File: src/rtl/tlik_pkg.sv
// shared types, constants and tables of the two-link arm inverse kinematics block
`default_nettype none
package tlik_pkg;

  localparam int COORD_BITS    = 12;
  localparam int CORDIC_STAGES = 16;

  localparam int CFG_W   = 16;
  localparam int IDX_W   = 3;
  localparam int ATAN_IW = 5;

  localparam int Y_W     = ((COORD_BITS > 12) ? COORD_BITS : 12) + 1;
  localparam int SQ_W    = 2 * Y_W;
  localparam int R2_W    = SQ_W + 1;
  localparam int RAD_W   = R2_W + (R2_W % 2);
  localparam int ROOT_W  = RAD_W / 2 + 16;
  localparam int REM_W   = ROOT_W + 2;
  localparam int CD_W    = ((Y_W + 18) > (ROOT_W + 2)) ? (Y_W + 18) : (ROOT_W + 2);
  localparam int ANG_W   = 21;
  localparam int K_W     = 29;
  localparam int PROD_W  = ANG_W + K_W;
  localparam int CDEG_W  = PROD_W - 32 + 1;

  localparam logic signed [ANG_W-1:0] ANG_PI  = ANG_W'(205887);
  localparam logic [K_W-1:0]          CDEG_K  = K_W'(375493621);

  typedef enum logic [IDX_W-1:0] {
    REG_BASE_HEIGHT  = 3'd0,
    REG_LINK_LENGTH  = 3'd1,
    REG_SHOULDER_MIN = 3'd2,
    REG_SHOULDER_MAX = 3'd3,
    REG_ELBOW_MIN    = 3'd4,
    REG_ELBOW_MAX    = 3'd5
  } cfg_reg_t;

  typedef struct packed {
    logic signed [COORD_BITS-1:0] target_x;
    logic signed [COORD_BITS-1:0] target_y;
  } in_item_t;

  typedef struct packed {
    logic signed [15:0] shoulder_angle;
    logic signed [15:0] elbow_angle;
    logic               feasible;
  } out_item_t;

  typedef struct packed {
    logic [RAD_W-1:0]  rad;
    logic [REM_W-1:0]  rem;
    logic [ROOT_W-1:0] root;
  } sqrt_t;

  typedef struct packed {
    logic signed [CD_W-1:0]  x;
    logic signed [CD_W-1:0]  y;
    logic signed [ANG_W-1:0] z;
  } cordic_t;

  function automatic logic signed [ANG_W-1:0] atan_q16(input logic [ATAN_IW-1:0] idx);
    logic signed [ANG_W-1:0] v;
    case (idx)
      5'd0:    v = ANG_W'(51472);
      5'd1:    v = ANG_W'(30386);
      5'd2:    v = ANG_W'(16055);
      5'd3:    v = ANG_W'(8150);
      5'd4:    v = ANG_W'(4091);
      5'd5:    v = ANG_W'(2047);
      5'd6:    v = ANG_W'(1024);
      5'd7:    v = ANG_W'(512);
      5'd8:    v = ANG_W'(256);
      5'd9:    v = ANG_W'(128);
      5'd10:   v = ANG_W'(64);
      5'd11:   v = ANG_W'(32);
      5'd12:   v = ANG_W'(16);
      5'd13:   v = ANG_W'(8);
      5'd14:   v = ANG_W'(4);
      5'd15:   v = ANG_W'(2);
      5'd16:   v = ANG_W'(1);
      default: v = '0;
    endcase
    return v;
  endfunction

endpackage
`default_nettype wire

File: src/rtl/tlik_sqrt_cell.sv
// one digit step of the pipelined integer square root
`default_nettype none
module tlik_sqrt_cell import tlik_pkg::*; (
  input  wire logic  clk,
  input  wire sqrt_t d_in,
  output sqrt_t      d_out
);

  sqrt_t            d_nxt;
  logic [REM_W-1:0] cur;
  logic [REM_W-1:0] trial;

  always_comb begin
    cur   = {d_in.rem[REM_W-3:0], d_in.rad[RAD_W-1:RAD_W-2]};
    trial = {d_in.root, 2'b01};
    d_nxt.rad = {d_in.rad[RAD_W-3:0], 2'b00};
    if (cur >= trial) begin
      d_nxt.rem  = cur - trial;
      d_nxt.root = {d_in.root[ROOT_W-2:0], 1'b1};
    end else begin
      d_nxt.rem  = cur;
      d_nxt.root = {d_in.root[ROOT_W-2:0], 1'b0};
    end
  end

  always_ff @(posedge clk) begin
    d_out <= d_nxt;
  end

endmodule
`default_nettype wire

File: config.mk
export PLATFORM = sky130hd
export DESIGN_NAME = tlik_sqrt_cell
export DESIGN_NICKNAME = d
export VERILOG_FILES = /design/src/rtl/tlik_pkg.sv /design/src/rtl/tlik_sqrt_cell.sv
export SDC_FILE = /design/constraint.sdc
export NUM_CORES = 1
export LEC_CHECK = 0
export BUFFER_PORTS_ARGS = -buffer_cell sky130_fd_sc_hd__buf_2
export CORE_MARGIN = 5
export CORE_UTILIZATION = 40
export CTS_CLUSTER_DIAMETER = 100
export DETAILED_ROUTE_END_ITERATION = 8
export GPL_TIMING_DRIVEN = 0
export PLACE_DENSITY_LB_ADDON = 0.12
export SYNTH_ARGS = -nofsm -noshare
export SYNTH_HDL_FRONTEND = slang
export SYNTH_SLANG_ARGS = --single-unit
File: constraint.sdc
create_clock -name clk -period 3.7 [get_ports clk]
set_input_delay 0.37 -clock clk [delete_from_list [all_inputs] [get_ports clk]]
set_output_delay 0.37 -clock clk [all_outputs]
set_load 0.005 [all_outputs]
After elaboration in Yosys (flattened, before gate mapping)

Cells that the tools add are included.

Memories kept: 0
Bits in read-only memories: 0
Flip-flop bits (word level): 88
Input port bits: 91
Memory bits (writable): 0
Logic and storage cells: 6
Latch bits: 0
Output and inout port bits: 90

Divide/modulo/power cells: 0
Reductions and logical operators: 0
$mul: 0
Magnitude comparators: 1
Add/sub/neg operators: 1
Eq/ne operators: 0
Mux-type cells: 1
Bitwise logic cells: 0
Shift operators: 0

Operator list:

| cell                 | number |
|---|---|
| 62-bit 2-to-1 mux    | 1 |
| 32-bit >= comparator | 1 |
| 32-bit subtractor    | 1 |

Depth between registers and ports, before layout

Depth after elaboration: 2
Depth in mapped cells: 12
Depth with buffers taken out: 10

Worst setup path before layout

No wires, ideal clock.

Path kind: input-to-reg
Start: in d_in[11] (netlist bit)
End: reg d_out[56] (netlist bit)
Library setup time: 0.121 ns
Required time: 3.579 ns
Buffers on the path: 2
Slack: 0.851 ns
Data arrival time: 2.729 ns
Stages: 12
Cell sequence: inv_1 ha_1 buf_6 and3_4 and3_4 a32o_1 a311oi_4 a21o_1 a21oi_1 nor3_4 buf_6 mux2_2

RTL lines:

| item                 | line                 | text |
|---|---|---|
| start, declared      | tlik_sqrt_cell.sv:5  | `input wire sqrt_t d_in,` |
| end signal, assigned | tlik_sqrt_cell.sv:27 | `d_out <= d_nxt;` |
| end, declared        | tlik_sqrt_cell.sv:6  | `output sqrt_t d_out` |

==> run metrics <==
status finished clean; Syn. warnings 0; CP top delay family compound AO/OA/AOI/OAI gates; Die Wd 109 um; core area 9730 sq um; unrepaired setup endpoints after global routing no; Synth area leader dfxtp_1; final wirelength 9160 um; hold_buf cts 0; Max IR drop VDD 0.183 mV; max reg flops 88; Post-CTS Setup Bufs 0; Power, Total 2.32 mW; antenna violations before repair 1; die height 109 um; CTS tree built; GRT Overall Usage 0.149; Vias 3291; area grow syn2layout 32.0%; H-tree depth 3; CTS max path bufs 2; top cell type's share of synthesized area 0.445; HP Class input pin to flip-flop; dpl hpwl 7500 um; cells after synthesis 383; Vias/cell 4.64; Max Cap Viol 0; EDFF count, synth 0; fin nets 694; sequential share of the synthesized area 0.445; crit-path cells buf_2, inv_1, ha_1, buf_2, a21oi_1, o211ai_1, a32o_1, a311oi_4, a21o_1, a21oi_1, nor3_4, buf_6, mux2_1; main area contributors after synthesis dfxtp_1 (45%), ha_1 (10%), mux2_1 (6.0%); Inst Count DP 693; Crit Path Max Fanout 10; Hold Path Origin d_in[74]; share of synthesized registers carrying an async set or reset 0; Worst setup SP type input pin; final cell count without fillers 709; post-cts resize count 0; clk root buf clkbuf_8; library cells used by synthesis 48; Tcrit/Tclk final 0.779; Clock Sinks 88; Final Cell Area 5220 sq um; Primary FF master, synth dfxtp_1; Seq pwr share 0.458; Final Hold Viols 0; first-pass GRT wire length 14100 um; post-synthesis area per instance 10.3 sq um; minimum clock period 2.88 ns; internal power 1.69 mW; Pleak 2.67 nW; Biggest register d_out; global route overflow 0; IO buf count 176; CP bufs+invs 4; die footprint 12000 sq um; Hold Slack 0.114 ns; initial core utilization 0.407; post-route ant nets 0; CP max stage cell a311oi_4; top-count cell post-synth dfxtp_1; placer congestion estimate 0.816; final setup violation count 0; Diodes inserted 0; CTS buffer count 9; Std-Cell Rows 36; clock share of power 0.301; register clock-pin slew on the reported worst setup and hold paths 0.09 ns; # DRC 0; Max Clk Rate 347 MHz; commonest cells in the netlist dfxtp_1 (88), inv_1 (34), ha_1 (32); CP peak stage delay 0.43 ns; Slew Limit Fails 0; vias in the first global route 3193; share of cells above drive strength 1 0.384; Switching Share 0.274; combinational power share 0.241; largest net degree at the start of global routing 16; Setup crit end kind flip-flop; Starting DRT DRC Count 82; DR pass1 iterations 4; Psw 0.636 mW; synthesized flop and latch total 88; top flop regs d_out (88); TNS Setup 0 ns; worst path required time 3.94 ns; Crit Path Category input pin to flip-flop; placed cell area 5010 sq um; WL per Instance 12.9 um; worst setup path startpoint d_in[8]; Power Dens Cells 445 nW/um^2; Post-Syn Area 3960 sq um; IO Count 181; crit path DAT 3.12 ns
==> through the flow <==
step	util	setup WS [ns]
floorplan	-	0.851
global placement	0.515	0.405
detailed placement	0.515	0.409
CTS	0.537	0.804
global route	0.537	0.606
finish	0.537	0.819
==> area by class of cell <==
class,instances,area [sq um]
Tap cell,133,166
Clock inverter,5,62.6
Clock buffer,11,151
Fill cell,955,4510
Sequential cell,88,1760
Timing Repair Buffer,176,881
Inverter,34,128
Buffer,13,91.3
Multi-Input combinational cell,249,1980
==> power by group through the flow <==
stage / registers [mW] / clock network [mW] / logic (mW)
finish: 1.06 / 0.700 / 0.560
global route: 1.07 / 0.775 / 0.629
CTS: 1.06 / 0.731 / 0.570
detailed placement: 1.09 / 0 / 0.566
global placement: 1.08 / 0 / 0.559
floorplan: 1.11 / 0 / 0.332
==> worst paths after layout <==
kind              depth (start not counted)         to
setup / recovery                         13  d_out[39]
hold / removal                            1  d_out[76]
==> layer usage <==
layer	part of all wire	vias to the layer above	GRT usage
li1	-	1701	-
met1	0.41	1459	0.179
met2	0.47	118	0.246
met3	0.11	11	0.0487
met4	0.013	2	0.0614
met5	0.0012	-	0
==> layout by cell type (no fill, tap or decap), types with 11 or more instances in the layout <==
| cell | instances |
|---|---|
| a21oi_1 | 23 |
| buf_2 | 180 |
| nor2_1 | 12 |
| a21o_1 | 21 |
| inv_1 | 34 |
| dfxtp_1 | 88 |
| mux2_1 | 21 |
| xnor2_1 | 21 |
| clkbuf_8 | 11 |
| ha_1 | 32 |
| nand2_1 | 19 |
==> cells by family after synthesis <==
family | synth area share
muxes | 0.0905
other | 0.000948
DFF | 0.445
and+or+nand+nor | 0.0949
buffers and inverters | 0.0554
AOI/OAI and AO/OA | 0.145
xor gates and xnor gates | 0.0664
adders and majority gates | 0.101
(Power assumes the default switching activity.)
