File: src/rtl/tlik_pkg.sv
// shared types, constants and tables of the two-link arm inverse kinematics block
`default_nettype none
package tlik_pkg;

  localparam int COORD_BITS    = 12;
  localparam int CORDIC_STAGES = 16;

  localparam int CFG_W   = 16;
  localparam int IDX_W   = 3;
  localparam int ATAN_IW = 5;

  localparam int Y_W     = ((COORD_BITS > 12) ? COORD_BITS : 12) + 1;
  localparam int SQ_W    = 2 * Y_W;
  localparam int R2_W    = SQ_W + 1;
  localparam int RAD_W   = R2_W + (R2_W % 2);
  localparam int ROOT_W  = RAD_W / 2 + 16;
  localparam int REM_W   = ROOT_W + 2;
  localparam int CD_W    = ((Y_W + 18) > (ROOT_W + 2)) ? (Y_W + 18) : (ROOT_W + 2);
  localparam int ANG_W   = 21;
  localparam int K_W     = 29;
  localparam int PROD_W  = ANG_W + K_W;
  localparam int CDEG_W  = PROD_W - 32 + 1;

  localparam logic signed [ANG_W-1:0] ANG_PI  = ANG_W'(205887);
  localparam logic [K_W-1:0]          CDEG_K  = K_W'(375493621);

  typedef enum logic [IDX_W-1:0] {
    REG_BASE_HEIGHT  = 3'd0,
    REG_LINK_LENGTH  = 3'd1,
    REG_SHOULDER_MIN = 3'd2,
    REG_SHOULDER_MAX = 3'd3,
    REG_ELBOW_MIN    = 3'd4,
    REG_ELBOW_MAX    = 3'd5
  } cfg_reg_t;

  typedef struct packed {
    logic signed [COORD_BITS-1:0] target_x;
    logic signed [COORD_BITS-1:0] target_y;
  } in_item_t;

  typedef struct packed {
    logic signed [15:0] shoulder_angle;
    logic signed [15:0] elbow_angle;
    logic               feasible;
  } out_item_t;

  typedef struct packed {
    logic [RAD_W-1:0]  rad;
    logic [REM_W-1:0]  rem;
    logic [ROOT_W-1:0] root;
  } sqrt_t;

  typedef struct packed {
    logic signed [CD_W-1:0]  x;
    logic signed [CD_W-1:0]  y;
    logic signed [ANG_W-1:0] z;
  } cordic_t;

  function automatic logic signed [ANG_W-1:0] atan_q16(input logic [ATAN_IW-1:0] idx);
    logic signed [ANG_W-1:0] v;
    case (idx)
      5'd0:    v = ANG_W'(51472);
      5'd1:    v = ANG_W'(30386);
      5'd2:    v = ANG_W'(16055);
      5'd3:    v = ANG_W'(8150);
      5'd4:    v = ANG_W'(4091);
      5'd5:    v = ANG_W'(2047);
      5'd6:    v = ANG_W'(1024);
      5'd7:    v = ANG_W'(512);
      5'd8:    v = ANG_W'(256);
      5'd9:    v = ANG_W'(128);
      5'd10:   v = ANG_W'(64);
      5'd11:   v = ANG_W'(32);
      5'd12:   v = ANG_W'(16);
      5'd13:   v = ANG_W'(8);
      5'd14:   v = ANG_W'(4);
      5'd15:   v = ANG_W'(2);
      5'd16:   v = ANG_W'(1);
      default: v = '0;
    endcase
    return v;
  endfunction

endpackage
`default_nettype wire

File: src/rtl/tlik_cordic_cell.sv
// one vectoring step of the pipelined cordic
`default_nettype none
module tlik_cordic_cell import tlik_pkg::*; (
  input  wire logic               clk,
  input  wire logic [ATAN_IW-1:0] stage,
  input  wire cordic_t            d_in,
  output cordic_t                 d_out
);

  cordic_t                d_nxt;
  logic signed [CD_W-1:0] xs;
  logic signed [CD_W-1:0] ys;

  always_comb begin
    xs = d_in.x >>> stage;
    ys = d_in.y >>> stage;
    if (!d_in.y[CD_W-1]) begin
      d_nxt.x = d_in.x + ys;
      d_nxt.y = d_in.y - xs;
      d_nxt.z = d_in.z + atan_q16(stage);
    end else begin
      d_nxt.x = d_in.x - ys;
      d_nxt.y = d_in.y + xs;
      d_nxt.z = d_in.z - atan_q16(stage);
    end
  end

  always_ff @(posedge clk) begin
    d_out <= d_nxt;
  end

endmodule
`default_nettype wire

File: config.mk
export PLATFORM = sky130hd
export DESIGN_NAME = tlik_cordic_cell
export DESIGN_NICKNAME = d
export VERILOG_FILES = /design/src/rtl/tlik_pkg.sv /design/src/rtl/tlik_cordic_cell.sv
export SDC_FILE = /design/constraint.sdc
export NUM_CORES = 1
export LEC_CHECK = 0
export BUFFER_PORTS_ARGS = -buffer_cell sky130_fd_sc_hd__buf_2
export CAP_MARGIN = 10
export CORE_UTILIZATION = 25
export CTS_BUF_LIST = sky130_fd_sc_hd__clkbuf_8
export DETAILED_ROUTE_END_ITERATION = 8
export HOLD_SLACK_MARGIN = 0.1
export PLACE_DENSITY = 0.39
export REMOVE_ABC_BUFFERS = 1
export SYNTH_ARGS = -nofsm -noshare
export SYNTH_HDL_FRONTEND = slang
export SYNTH_SLANG_ARGS = --single-unit
File: constraint.sdc
create_clock -name clk -period 6.2 [get_ports clk]
set_input_delay 0.31 -clock clk [delete_from_list [all_inputs] [get_ports clk]]
set_output_delay 0.31 -clock clk [all_outputs]
set_load 0.05 [all_outputs]
== Yosys cells after proc, flatten, opt, wreduce, memory -nomap -nowiden ==
Memories as Yosys holds them, arrays and structs flattened.
Cells that the tools add are included.
Cells by class
  add/subtract/negate cells: 6
  shifts and indexed selects: 2
  multiplexer cells: 3
Operators by type and width (count)
  $mux W85: 1
  $add A32 B32 Y32: 2
  $sshr A32 B5 Y32: 2
  $sub A32 B32 Y32: 2
  $mux W21: 2
  $add A21 B21 Y21: 1
  $sub A21 B21 Y21: 1
Storage, ports and cells
  register bits after elaboration: 85
  ROM bits: 1024
  input port bits: 91
  output and inout bits: 85
  logic and storage cells: 16
  memories kept: 2
Memory list
  (no name shown): words 32, width 16, rd ports 1, clocked after Yosys merged registers in 0, wr ports 0, line tlik_pkg.sv:61  | case (idx)
  (no name shown): words 32, width 16, rd ports 1, clocked after Yosys merged registers in 0, wr ports 0, line tlik_pkg.sv:61

== Logic depth before layout (Yosys ltp) ==
An unclocked memory read counts as a cell.
  depth in word-level cells: 4
  depth in mapped cells: 27

== Least setup slack after synthesis ==
OpenSTA, ideal clock, no wires.
  path kind: input -> register
  start: input stage[0]
  end: register d_out[84] (netlist name)
  library setup time: 130 ps
  data arrival time: 5255 ps
  data required time: 6070 ps
  slack: 816 ps
  stages on the path: 25
  buffers on the path: 4
  path through: buf_6 > buf_6 > buf_6 > buf_4 > mux2_1 > a222oi_1 > o22ai_1 > a211oi_1 > ha_1 > nand2_1 > or4_1 > a211oi_1 > a31oi_1 > nand2_1 > ha_1 > a211oi_1 > nand2_1 > o211ai_1 > a31oi_1 > a21oi_1 > a21oi_1 > a31oi_1 > o21ai_0 > a21oi_1 > xnor3_1
RTL lines
  start, declared: line tlik_cordic_cell.sv:5  | input wire logic [ATAN_IW-1:0] stage,
  end signal, assigned: line tlik_cordic_cell.sv:29  | d_out <= d_nxt;
  end, declared: line tlik_cordic_cell.sv:7  | output cordic_t d_out

==> results by group <==
Status
  • Outcome: finished, final reports clean

Flow run
  • Total of max-cap violations: 0

Synthesis
  • Area contributors post-synth: mux4_2 14%, dfxtp_1 14%, ha_1 10%
  • Post-synth cell types: 93
  • Fraction of registers with async set/reset: 0%
  • Area fraction of the dominant cell type after synthesis: between 10% and 20%
  • Synthesized area: between 10000 and 15000 µm²
  • Synth warn: 0
  • Main synth FF type: dfxtp_1
  • Sequential fraction of the synthesis area: between 10 and 15%
  • EDFF count, synth: 0
  • FF+latch count, synth: between 80 and 90
  • Top cell type by total area after synthesis: mux4_2
  • Cells after synthesis: approximately 1400
  • Syn avg cell area: between 8 and 9 µm²

Cells and area
  • Biggest registers after layout: d_out: 85 flops
  • Cell area after layout: approximately 15000 µm²
  • Multi-input logic area: 9922 µm²
  • Layout area overhead: 23.00%
  • Cell Count, Final, Fillers Out: approximately 2300
  • Largest register FFs: 85
  • Most frequent cells in the layout: 172 x buf_2, 154 x buf_4, 129 x nor2_1, 122 x a21oi_1, 113 x nand2_1
  • Commonest non-fill, non-tap cell in the layout: buf_2
  • Biggest register: d_out
  • Layout cell share with drive strength beyond 1: between 20 and 30%
  • Final #Nets: roughly 1900
  • Fillers: between 5000 and 6000
  • Final core occ: a little under a third
  • Reg area: about 1700 µm²

Critical path
  • Bufs and invs on worst path: 1
  • CP Class: in -> reg
  • CP arrival: just under 6 ns
  • Setup crit end kind: register
  • Critical Path Start: stage[0]
  • Worst path cell trace: buf_6 > mux4_2 > a222oi_1 > o22ai_1 > a211oi_1 > ha_1 > nand2_1 > or4_1 > a211oi_1 > a31oi_1 > nand2_1 > ha_1 > a211oi_1 > nand2_1 > o211ai_1 > a31oi_1 > a21oi_1 > a21oi_1 > a31oi_1 > o21ai_0 > a21oi_1 > xnor3_1
  • CP required: 6.56 ns
  • CP max FO: 10
  • Critical Path Source Type: input port
  • Stages on worst setup path: 22
  • CP endpoint: d_out[84]
  • CP delay by family, top: compound AO/OA/AOI/OAI gates
  • Slowest Stage Delay on Critical Path: between 0.5 and 0.6 ns
  • Crit-path slowest cell: mux4_2

Route
  • 1st-pass router iterations: 5
  • Via density: ~5.3
  • WL/cell: 22.11 µm
  • Vias: 12370
  • Iter 0 DRT Violations: between 900 and 1000
  • Total Routed Length: about 51000 µm
  • DRC viols: 0
  • Antenna Nets Post-Route: 0

Floorplan
  • Initial Util: approximately 25%
  • Die W: between 200 and 250 µm
  • Io pins: 176
  • Die ar.: approximately 50000 µm²
  • Num rows: 80
  • Die Span Y: 222.8 µm
  • Core Area: 47950 µm²

Pwr
  • Worst VDD drop: approximately 0.13 mV
  • Overall Power: around 4.2 mW
  • Leakage: roughly 6.5 nW
  • Pwr/cell area: 279.8 nW/µm²

Place
  • Port Buffers: around 180
  • RePlAce Congestion: approximately 0.93
  • Placed Area: approximately 15000 µm²
  • Placed cell count: 2303
  • HPWL after detailed placement: roughly 42000 µm

STA
  • TNS Setup: 0 ns
  • Slew at the pin closest to its max-slew limit: around 0.9 ns
  • Achievable Freq: 0.1847 GHz
  • Fin. max-slew vios: 0
  • Final Hold Fails: 0
  • Max-slew headroom: roughly two fifths
  • Final period utilization: roughly 87%
  • Final number of setup-violating endpoints: 0
  • Tmin final: about 5.4 ns
  • Unrepaired setup endpoints after global routing: no

Global route
  • Grt ovf: 0
  • Vias in the first global route: between 10000 and 15000
  • First-pass GRT wire length: 76230 µm
  • Largest net degree at the start of global routing: 52
  • All-Layer GR Usage: approximately a fifth
  • Initial antenna violation count: 1

CTS
  • Worst-path clk slew: about 0.10 ns
  • Buffer depth of the longest clock path: 2
  • CTS buffer count: 9
  • CTS tree: built
  • Post-CTS Resized: 0
  • H-Tree Depth: 3
  • Clock Sinks: 85
  • CTS root buffer: clkbuf_8

Min path
  • Worst hold path class: in -> reg
[synth_stat cells, drive strengths merged, types with 16 or more instances]
cell type  instances
buf               43
clkbuf            38
nand3             27
mux2i             54
nor2             130
ha                99
a211oi            18
dfxtp             85
nor3              30
o21ai             66
inv               42
xnor2             92
mux4              76
a21o              29
o21a              22
a31oi             24
nor2b             16
xor2              40
nand2            114
mux2              38
a21oi            122
[kinds of logic after synthesis]
family,synth area share [%]
compound gates,22.02
buf+inv,4.620
flops,13.96
xor+xnor,9.671
simple gates,17.07
fa+ha+maj,10.66
mux,21.99
[where the power goes]
part           internal, mW  switching [mW]  total (mW)  leakage, nW
clock                 0.278           0.249       0.527        0.124
sequential            0.782          0.0547       0.837        0.717
combinational         0.945            1.89        2.83         5.63
[final cells by class]
class	instances	area share [%]
clock buffer	10	0.9182
clock inverter	6	0.7346
sequential	85	11.35
tap	615	5.134
antenna	2	0.03339
inverter	44	1.102
timing repair buffer	335	14.53
multi-input combinational	1225	66.19
[layer usage]
metal	vias up	part of all wire, %	GRT usage (%)
met2	359	47	33.55
met3	49	4.5	2.275
li1	5942	-	-
met1	6017	46	27.99
met5	-	0	0
met4	0	2.8	7.786
[worst min path at each step]
stage | end | start | depth (start not counted) | slack [ns]
after floorplan | d_out[21] | d_in[21] | 1 | 0.44
after global placement | d_out[21] | d_in[21] | 2 | 0.63
after detailed placement | d_out[21] | d_in[21] | 2 | 0.60
after CTS | d_out[20] | d_in[20] | 3 | 0.13
after global routing | d_out[22] | d_in[22] | 2 | 0.18
final | d_out[20] | d_in[20] | 3 | 0.18
[timing repair]
action                    in CTS  in global routing
hold endpoints to repair       1                  0
hold buffers                   1                  0
buffers inserted               0                  0
[per-stage QoR]
step / hold WS [ns] / worst slack (ns)
finish: 0.1777 / 0.7863
global route: 0.1798 / 0.3735
CTS: 0.1256 / 0.7462
detailed placement: 0.6006 / 0.2578
global placement: 0.6287 / 0.2983
floorplan: 0.4400 / 1.174
[worst min-delay path: stages]
cell and delay [ns]:
buf_2 0.09, xnor2_1 0.12, xnor2_1 0.07
Note: power is estimated with default switching activity, not from simulation.
